===== config.mk =====
export PLATFORM = sky130hd
export DESIGN_NAME = ivf_container_deframer
export DESIGN_NICKNAME = d
export VERILOG_FILES = /design/src/rtl/ivfdf_pkg.sv /design/src/rtl/ivf_container_deframer.sv
export VERILOG_INCLUDE_DIRS = /design/src /design/src/rtl
export SDC_FILE = /design/constraint.sdc
export NUM_CORES = 2
export LEC_CHECK = 0
export BUFFER_PORTS_ARGS = -buffer_cell sky130_fd_sc_hd__buf_2
export CORE_ASPECT_RATIO = 1.4
export CORE_MARGIN = 2
export CORE_UTILIZATION = 49
export DETAILED_ROUTE_END_ITERATION = 8
export GPL_TIMING_DRIVEN = 0
export PLACE_DENSITY = 0.75
export SETUP_SLACK_MARGIN = 0.4
export SLEW_MARGIN = 20
export SYNTH_ARGS = -nofsm -noshare
export SYNTH_HDL_FRONTEND = slang
export SYNTH_SLANG_ARGS = --single-unit
export TNS_END_PERCENT = 10

===== constraint.sdc =====
create_clock -name clk -period 24.6 [get_ports clk]
set_input_delay 4.92 -clock clk [delete_from_list [all_inputs] [get_ports clk]]
set_output_delay 4.92 -clock clk [all_outputs]
set_load 0.02 [all_outputs]

===== src/rtl/ivf_container_deframer_macros.svh =====
// ----------------------------------------------------------------------------
// IVF deframer assertion macros
// Concurrent check helpers; they compile to nothing under synthesis.
// ----------------------------------------------------------------------------
`ifndef IVF_CONTAINER_DEFRAMER_MACROS_SVH
`define IVF_CONTAINER_DEFRAMER_MACROS_SVH

`ifndef SYNTHESIS

// same-cycle implication
`define IVF_ASSERT_IMPL(label, clk, rst_n, ante, cons, msg) \
	label: assert property (@(posedge clk) disable iff (!rst_n) (ante) |-> (cons)) \
		else $error(msg);

// next-cycle implication
`define IVF_ASSERT_NEXT(label, clk, rst_n, ante, cons, msg) \
	label: assert property (@(posedge clk) disable iff (!rst_n) (ante) |=> (cons)) \
		else $error(msg);

`else

`define IVF_ASSERT_IMPL(label, clk, rst_n, ante, cons, msg)
`define IVF_ASSERT_NEXT(label, clk, rst_n, ante, cons, msg)

`endif

`endif


===== src/rtl/ivfdf_pkg.sv =====
// ----------------------------------------------------------------------------
// IVF deframer package
// Types, codes and container constants shared by the deframer RTL.
// ----------------------------------------------------------------------------
package ivfdf_pkg;

	// parser phase
	typedef enum logic [1:0] {
		PH_FILE_HDR,
		PH_FRAME_HDR,
		PH_PAYLOAD,
		PH_REJECTED
	} phase_t;

	// per-word event code
	typedef enum logic [2:0] {
		EV_HDR_BYTE,
		EV_HDR_OK,
		EV_BAD_SIG,
		EV_BAD_CODEC,
		EV_FRM_BYTE,
		EV_FRM_DONE,
		EV_PAYLOAD,
		EV_IGNORED
	} event_t;

	// container layout
	localparam logic [31:0] FileHdrLast  = 32'd31;
	localparam logic [31:0] FrameHdrLast = 32'd11;
	localparam logic [31:0] SizeLast     = 32'd3;

	// tags, byte 0 in the low byte: "DKIF" and "AV01"
	localparam logic [31:0] SigTag   = 32'h4649_4B44;
	localparam logic [31:0] CodecTag = 32'h3130_5641;

	localparam logic [31:0] CountMax = 32'hFFFF_FFFF;

	// input word
	typedef struct packed {
		logic [7:0] data_byte;
		logic       stream_start;
	} in_item_t;

	// result word
	typedef struct packed {
		event_t      event_res;
		logic [7:0]  payload_byte;
		logic        last_of_frame;
		logic [31:0] frame_size;
		logic [63:0] frame_timestamp;
		logic [31:0] frame_index;
		logic        out_of_order;
		logic [15:0] pic_width;
		logic [15:0] pic_height;
		logic [31:0] timebase_num;
		logic [31:0] timebase_den;
		logic [31:0] duration;
	} res_item_t;

endpackage


===== src/rtl/ivf_container_deframer.sv =====
// ----------------------------------------------------------------------------
// IVF container deframer
// Parses an AV1 IVF byte stream: file header check, frame header split,
// payload pass-through with end-of-frame marking.
// ----------------------------------------------------------------------------
// Takes one stream byte per word and returns exactly one result word per
// byte. A byte is accepted every clock cycle while the result register is
// free or being drained; its result appears in the result register on the
// cycle after acceptance (one byte per cycle sustained).
// The rate is set by the parser state (phase, position counter, frame header
// shift register, timestamp compare) being updated per accepted byte. A byte
// with stream_start set restarts the parser and is taken as header byte 0.
// After a rejected header every byte reports "ignored" until the next restart.
module ivf_container_deframer (
	input  logic                clk,
	input  logic                arst_n,
	input  logic                byte_valid,
	output logic                byte_stall,
	input  ivfdf_pkg::in_item_t byte_data,
	output logic                result_valid,
	input  logic                result_stall,
	output ivfdf_pkg::res_item_t result
);
	import ivfdf_pkg::*;

	`include "ivf_container_deframer_macros.svh"

	// parser state
	phase_t      phase_q;
	logic [31:0] pos_q;
	logic        sig_bad_q;
	logic        codec_bad_q;
	logic [63:0] shift_q;
	logic [31:0] size_q;
	logic [63:0] cur_ts_q;
	logic [63:0] last_ts_q;
	logic [31:0] frames_q;
	logic        order_bad_q;
	logic [15:0] width_q;
	logic [15:0] height_q;
	logic [31:0] tb_num_q;
	logic [31:0] tb_den_q;
	logic [31:0] dur_q;

	// result register
	logic        res_valid_q;
	res_item_t   result_q;

	// state seen by this word (reset values on restart)
	phase_t      phase_c;
	logic [31:0] pos_c;
	logic        sig_bad_c;
	logic        codec_bad_c;
	logic [63:0] shift_c;
	logic [31:0] size_c;
	logic [63:0] cur_ts_c;
	logic [63:0] last_ts_c;
	logic [31:0] frames_c;
	logic        order_bad_c;
	logic [15:0] width_c;
	logic [15:0] height_c;
	logic [31:0] tb_num_c;
	logic [31:0] tb_den_c;
	logic [31:0] dur_c;

	// next state
	phase_t      phase_n;
	logic [31:0] pos_n;
	logic        sig_bad_n;
	logic        codec_bad_n;
	logic [63:0] shift_n;
	logic [31:0] size_n;
	logic [63:0] cur_ts_n;
	logic [63:0] last_ts_n;
	logic [31:0] frames_n;
	logic        order_bad_n;
	logic [15:0] width_n;
	logic [15:0] height_n;
	logic [31:0] tb_num_n;
	logic [31:0] tb_den_n;
	logic [31:0] dur_n;

	// shared decode
	logic        accept;
	logic [7:0]  b;
	logic        sig_hit;
	logic        codec_hit;
	logic        hdr_end;
	logic        frm_end;
	logic        pay_end;
	logic [63:0] shift_in;
	logic        ts_bad;
	logic [31:0] frames_inc;

	// per-word outputs
	event_t      ev;
	logic [7:0]  pay;
	logic        last;

	assign accept     = byte_valid && !byte_stall;
	assign byte_stall = res_valid_q && result_stall;
	assign b          = byte_data.data_byte;

	// restart mux
	always_comb begin
		if (byte_data.stream_start) begin
			phase_c     = PH_FILE_HDR;
			pos_c       = '0;
			sig_bad_c   = 1'b0;
			codec_bad_c = 1'b0;
			shift_c     = '0;
			size_c      = '0;
			cur_ts_c    = '0;
			last_ts_c   = '0;
			frames_c    = '0;
			order_bad_c = 1'b0;
			width_c     = '0;
			height_c    = '0;
			tb_num_c    = '0;
			tb_den_c    = '0;
			dur_c       = '0;
		end else begin
			phase_c     = phase_q;
			pos_c       = pos_q;
			sig_bad_c   = sig_bad_q;
			codec_bad_c = codec_bad_q;
			shift_c     = shift_q;
			size_c      = size_q;
			cur_ts_c    = cur_ts_q;
			last_ts_c   = last_ts_q;
			frames_c    = frames_q;
			order_bad_c = order_bad_q;
			width_c     = width_q;
			height_c    = height_q;
			tb_num_c    = tb_num_q;
			tb_den_c    = tb_den_q;
			dur_c       = dur_q;
		end
	end

	// tag compares and end-of-section detects
	assign sig_hit   = (pos_c < 32'd4) && (b != SigTag[8*pos_c[1:0] +: 8]);
	assign codec_hit = (pos_c >= 32'd8) && (pos_c < 32'd12)
		&& (b != CodecTag[8*pos_c[1:0] +: 8]);
	assign hdr_end   = pos_c >= FileHdrLast;
	assign frm_end   = pos_c >= FrameHdrLast;
	assign pay_end   = (size_c == '0) || (pos_c >= size_c - 32'd1);
	assign shift_in  = {b, shift_c[63:8]};
	assign ts_bad    = (frames_c != '0) && (shift_in <= last_ts_c);
	assign frames_inc = (frames_c != CountMax) ? frames_c + 32'd1 : frames_c;

	// next-state logic
	always_comb begin
		phase_n     = phase_c;
		pos_n       = pos_c;
		sig_bad_n   = sig_bad_c;
		codec_bad_n = codec_bad_c;
		shift_n     = shift_c;
		size_n      = size_c;
		cur_ts_n    = cur_ts_c;
		last_ts_n   = last_ts_c;
		frames_n    = frames_c;
		order_bad_n = order_bad_c;
		width_n     = width_c;
		height_n    = height_c;
		tb_num_n    = tb_num_c;
		tb_den_n    = tb_den_c;
		dur_n       = dur_c;
		unique case (phase_c)
			PH_FILE_HDR: begin
				sig_bad_n   = sig_bad_c || sig_hit;
				codec_bad_n = codec_bad_c || codec_hit;
				// little-endian header fields, bytes 12 to 27
				if (pos_c >= 32'd12 && pos_c < 32'd14) begin
					width_n[8*pos_c[0] +: 8] = b;
				end else if (pos_c >= 32'd14 && pos_c < 32'd16) begin
					height_n[8*pos_c[0] +: 8] = b;
				end else if (pos_c >= 32'd16 && pos_c < 32'd20) begin
					tb_num_n[8*pos_c[1:0] +: 8] = b;
				end else if (pos_c >= 32'd20 && pos_c < 32'd24) begin
					tb_den_n[8*pos_c[1:0] +: 8] = b;
				end else if (pos_c >= 32'd24 && pos_c < 32'd28) begin
					dur_n[8*pos_c[1:0] +: 8] = b;
				end
				if (hdr_end) begin
					pos_n = '0;
					if (sig_bad_n || codec_bad_n) begin
						phase_n = PH_REJECTED;
					end else begin
						phase_n = PH_FRAME_HDR;
					end
				end else begin
					pos_n = pos_c + 32'd1;
				end
			end
			PH_FRAME_HDR: begin
				shift_n = shift_in;
				if (pos_c == SizeLast) begin
					size_n = shift_in[63:32];
				end
				if (frm_end) begin
					order_bad_n = order_bad_c || ts_bad;
					last_ts_n   = shift_in;
					cur_ts_n    = shift_in;
					pos_n       = '0;
					if (size_c == '0) begin
						frames_n = frames_inc;
					end else begin
						phase_n = PH_PAYLOAD;
					end
				end else begin
					pos_n = pos_c + 32'd1;
				end
			end
			PH_PAYLOAD: begin
				if (pay_end) begin
					pos_n    = '0;
					phase_n  = PH_FRAME_HDR;
					frames_n = frames_inc;
				end else begin
					pos_n = pos_c + 32'd1;
				end
			end
			PH_REJECTED: begin
				phase_n = PH_REJECTED;
			end
			default: begin
				phase_n = phase_c;
			end
		endcase
	end

	// per-word event, payload and end mark
	always_comb begin
		ev   = EV_IGNORED;
		pay  = '0;
		last = 1'b0;
		unique case (phase_c)
			PH_FILE_HDR: begin
				if (!hdr_end) begin
					ev = EV_HDR_BYTE;
				end else if (sig_bad_c || sig_hit) begin
					ev = EV_BAD_SIG;
				end else if (codec_bad_c || codec_hit) begin
					ev = EV_BAD_CODEC;
				end else begin
					ev = EV_HDR_OK;
				end
			end
			PH_FRAME_HDR: begin
				if (frm_end) begin
					ev   = EV_FRM_DONE;
					last = (size_c == '0);
				end else begin
					ev = EV_FRM_BYTE;
				end
			end
			PH_PAYLOAD: begin
				ev   = EV_PAYLOAD;
				pay  = b;
				last = pay_end;
			end
			PH_REJECTED: begin
				ev = EV_IGNORED;
			end
			default: begin
				ev = EV_IGNORED;
			end
		endcase
	end

	// parser state registers
	always_ff @(posedge clk or negedge arst_n) begin
		if (!arst_n) begin
			phase_q     <= PH_FILE_HDR;
			pos_q       <= '0;
			sig_bad_q   <= 1'b0;
			codec_bad_q <= 1'b0;
			shift_q     <= '0;
			size_q      <= '0;
			cur_ts_q    <= '0;
			last_ts_q   <= '0;
			frames_q    <= '0;
			order_bad_q <= 1'b0;
			width_q     <= '0;
			height_q    <= '0;
			tb_num_q    <= '0;
			tb_den_q    <= '0;
			dur_q       <= '0;
		end else if (accept) begin
			phase_q     <= phase_n;
			pos_q       <= pos_n;
			sig_bad_q   <= sig_bad_n;
			codec_bad_q <= codec_bad_n;
			shift_q     <= shift_n;
			size_q      <= size_n;
			cur_ts_q    <= cur_ts_n;
			last_ts_q   <= last_ts_n;
			frames_q    <= frames_n;
			order_bad_q <= order_bad_n;
			width_q     <= width_n;
			height_q    <= height_n;
			tb_num_q    <= tb_num_n;
			tb_den_q    <= tb_den_n;
			dur_q       <= dur_n;
		end
	end

	// result valid flag
	always_ff @(posedge clk or negedge arst_n) begin
		if (!arst_n) begin
			res_valid_q <= 1'b0;
		end else if (accept) begin
			res_valid_q <= 1'b1;
		end else if (!result_stall) begin
			res_valid_q <= 1'b0;
		end
	end

	// result word
	always_ff @(posedge clk) begin
		if (accept) begin
			result_q.event_res       <= ev;
			result_q.payload_byte    <= pay;
			result_q.last_of_frame   <= last;
			result_q.frame_size      <= size_n;
			result_q.frame_timestamp <= cur_ts_n;
			result_q.frame_index     <= frames_c;
			result_q.out_of_order    <= order_bad_n;
			result_q.pic_width       <= width_n;
			result_q.pic_height      <= height_n;
			result_q.timebase_num    <= tb_num_n;
			result_q.timebase_den    <= tb_den_n;
			result_q.duration        <= dur_n;
		end
	end

	assign result_valid = res_valid_q;
	assign result       = result_q;

	// checks
	`IVF_ASSERT_NEXT(a_rejected_sticks, clk, arst_n,
		accept && !byte_data.stream_start && phase_q == PH_REJECTED,
		phase_q == PH_REJECTED, "rejected phase left without restart")
	`IVF_ASSERT_IMPL(a_hdr_pos_range, clk, arst_n,
		phase_q == PH_FILE_HDR, pos_q <= FileHdrLast,
		"file header position out of range")
	`IVF_ASSERT_IMPL(a_last_on_frame_event, clk, arst_n,
		res_valid_q && result_q.last_of_frame,
		result_q.event_res == EV_PAYLOAD || result_q.event_res == EV_FRM_DONE,
		"end-of-frame mark on a non-frame event")

endmodule


==> reports/results.ini <==
[layout]
layout_commonest_cell = nand2_1
final_cell_mix = nand2_1, dfrtp_1, o21ai_0, buf_2, edfxtp_1
nNetsFinal = 3974
seq_area_mm2 = 0.0184
num-fill-cells = 5963
multi_input_comb_area_mm2 = 0.0145
drive_gt1_share_pct = 13.5
antenna_cells = 0
syn_to_final_growth_pct = 15.2

[global_route]
grt_overflow = 0
grt_pass1_wl_mm = 167
antenna_found_initial = 3
grt_use_total_pct = 30.8
grt_start_max_net_pins = 96
grt_pass1_vias = 28300

[drt]
drtPass1Iterations = 7
postRouteAntennaNets = 0
drtIter0Drc = 3405
drc = 0
detail_route.wl_per_cell_um = 22.8
viasPerCell = 6.10
wl_mm = 110
num_vias = 29500

[power]
leakage_nw = 16.4
combPwrFrac_pct = 17.2
swShare_pct = 30.8
p_total_mw = 2.95
pwr-share-seq_pct = 46.1
pwr-share-clk_pct = 36.7
p_per_area_mw_per_mm2 = 75.2
max-vdd-ir-drop_uv = 54.0
p_switching_mw = 0.909
internal_power_mw = 2.04

[setup_path]
critical_path_buf_inv_count = 10
cp.arrival_ns = 11.90
r2r-end = frames_q[10]
end_kind = register
cp_common_cell = buf_2
required_ns = 25.13
start_kind = primary input
crit_chain = buf_6 > buf_6 > clkbuf_1 > buf_2 > buf_2 > buf_2 > clkbuf_1 > buf_2 > buf_2 > nor2_1 > ha_1 > nand2_1 > nor4_2 > o2111ai_1 > a31oi_1 > o21ai_1 > nor2_1 > buf_2 > nand3b_1 > a21oi_1
r2r_start = size_q[7]
cp_slowest_stage_delay_ns = 0.79
crit_path_start = byte_data[0]
critPathMaxFanout = 10
worst-r2r-setup-slack_ns = 18.59
slowest_stage = clkbuf_1
critical_path_class = primary input to register
crit_family = buffers and inverters
worstRegToRegCells = 19

[clock_tree]
cts-root-buf = clkbuf_16
clock_latency_ns = 0.66
ctsHoldBuffers = 0
clock_sinks = 683
post_cts.repair.setup_buffers = 0
htree_num_levels = 3
cts_buffers = 68
cts_buffer_depth = 3
cts_resized = 0
clk_pin_slew_ns = 0.06
cts_tree = done

[floorplan]
ios = 284
die_height_um = 316
initial_utilization_pct = 49.4
die_x_um = 227
rows = 114
die_area_mm2 = 0.0716
coreArea_mm2 = 0.0689

[hold_path]
hold_depth = 2
min_to = cur_ts_q[32]
hold_start = cur_ts_q[32]
hold_class = register to register

[place]
portBuffers = 282
place_ws_ns = 12.81
gp_congestion = 0.992
dp_hpwl_mm = 79.7

[synthesis]
synth_edf_count = 269
synth-seq-cells = 683
syn_area_mm2 = 0.0340
syn_inst = 3488
synth-main-ff-cell = dfrtp_1
syn_avg_cell_area_um2 = 9.76
yosysUniqueCellTypes = 98
yosysSeqAreaShare_pct = 54.2
syn_nets = 3612
async_reset_ff_share_pct = 60.6
yosysWarnings = 0

[timing]
slew_viol_final = 0
hold_viol = 0
setup_tns_ns = 0
timing.final.ws_setup_ns = 13.23
max_freq_ghz = 0.0880
rsz0062_at_grt = false
period_share_pct = 46.2
min_period_ns = 11.37
finalSetupViolations = 0
skew_ns = 0.0403
tightest_slew_ns = 1.24
slew_headroom_pct = 17.5

[status]
status = finished, final reports clean

[run]
maxCapViolCount = 0

-- registers in the layout, indices dropped and copies added, names as in the netlist --
name / count
frames_q: 32
codec_bad_q: 1
height_q: 16
tb_num_q: 32
shift_q: 56
result_valid: 1
result: 269
pos_q: 32
size_q: 32
cur_ts_q: 64
order_bad_q: 1
last_ts_q: 64
sig_bad_q: 1
dur_q: 32
width_q: 16
tb_den_q: 32
phase_q: 2
-- cells in the mapped netlist (all sizes together), types with 66 or more instances --
master  number  share of area, %
nor2       138               1.6
o21ai      397               5.9
nand3      129               1.9
a22oi       66               1.5
edfxtp     269                24
clkbuf     158               1.7
ha         111               4.1
buf         71               1.1
nor2b      179               3.3
a31oi       81               1.5
dfrtp      414                30
nand2      827               9.1
a21oi      122               1.8
-- per-layer routing --
layer | GRT usage, % | wire [um]
met1 | 36.6 | 40400
met5 | 0 | 38
met4 | 20.7 | 8100
met3 | 5.98 | 9070
met2 | 50.6 | 52800
-- cells by family after synthesis --
group                      after synthesis  share of synthesized area [%]
buffers and inverters                  262                           3.16
xor gates and xnor gates                11                          0.283
DFF                                    683                           54.2
adders and majority gates              111                           4.08
muxes                                   41                           1.28
and+or+nand+nor                       1495                           20.8
AOI/OAI and AO/OA                      885                           16.2
-- stage by stage --
stage	cell area [um^2]	std cells	hold slack [ns]	utilization, %
5_1_grt	39200	4834	0.485	56.9
2_1_floorplan	34000	3488	0.446	-
6_report	39200	4834	0.474	56.9
3_3_place_gp	36600	4698	0.458	53.2
4_1_cts	39200	4834	0.477	56.9
3_5_place_dp	36900	4708	0.462	53.6
-- power groups by stage --
| stage | registers (mW) | clock network [mW] | logic (mW) |
|---|---|---|---|
| final | 1.36 | 1.08 | 0.507 |
| after global routing | 1.37 | 1.14 | 0.553 |
| after CTS | 1.35 | 1.09 | 0.498 |
| after detailed placement | 1.38 | 0 | 0.495 |
| after global placement | 1.39 | 0 | 0.479 |
| after floorplan | 1.37 | 0 | 0.303 |
-- area by class of cell --
cell class	instances	share of cell area, %
repair buffers	292	4.29
well taps	928	2.96
flip-flops and latches	683	47.0
plain buffers	229	2.44
multi-input cells	2543	37.1
clock buffers	82	4.63
inverters	33	0.316
clock inverters	44	1.28
-- worst register-to-register path, stage by stage, from the launching register on --
cell	delay [ns]
dfrtp_1	0.48
nor3_2	0.27
a41oi_1	0.32
or2_1	0.32
clkbuf_1	0.16
o21bai_4	0.24
or3_4	0.46
nor2_1	0.25
a21oi_1	0.10
o22ai_1	0.28
ha_1	0.21
nand4_1	0.20
nor4_2	0.43
o2111ai_1	0.30
a31oi_1	0.35
o21ai_1	0.24
nor2_1	0.64
buf_2	0.40
nand3b_1	0.12
a21oi_1	0.16
-- worst max-delay path by stage --
stage | slack [ns] | cells past startpoint | end
floorplan | 10.50 | 6 | result[0]
global placement | 5.80 | 7 | result[231]
detailed placement | 12.81 | 20 | frames_q[10]
CTS | 13.45 | 20 | frames_q[10]
global route | 13.11 | 17 | result[128]
finish | 13.23 | 20 | frames_q[10]
(Power assumes the default switching activity.)
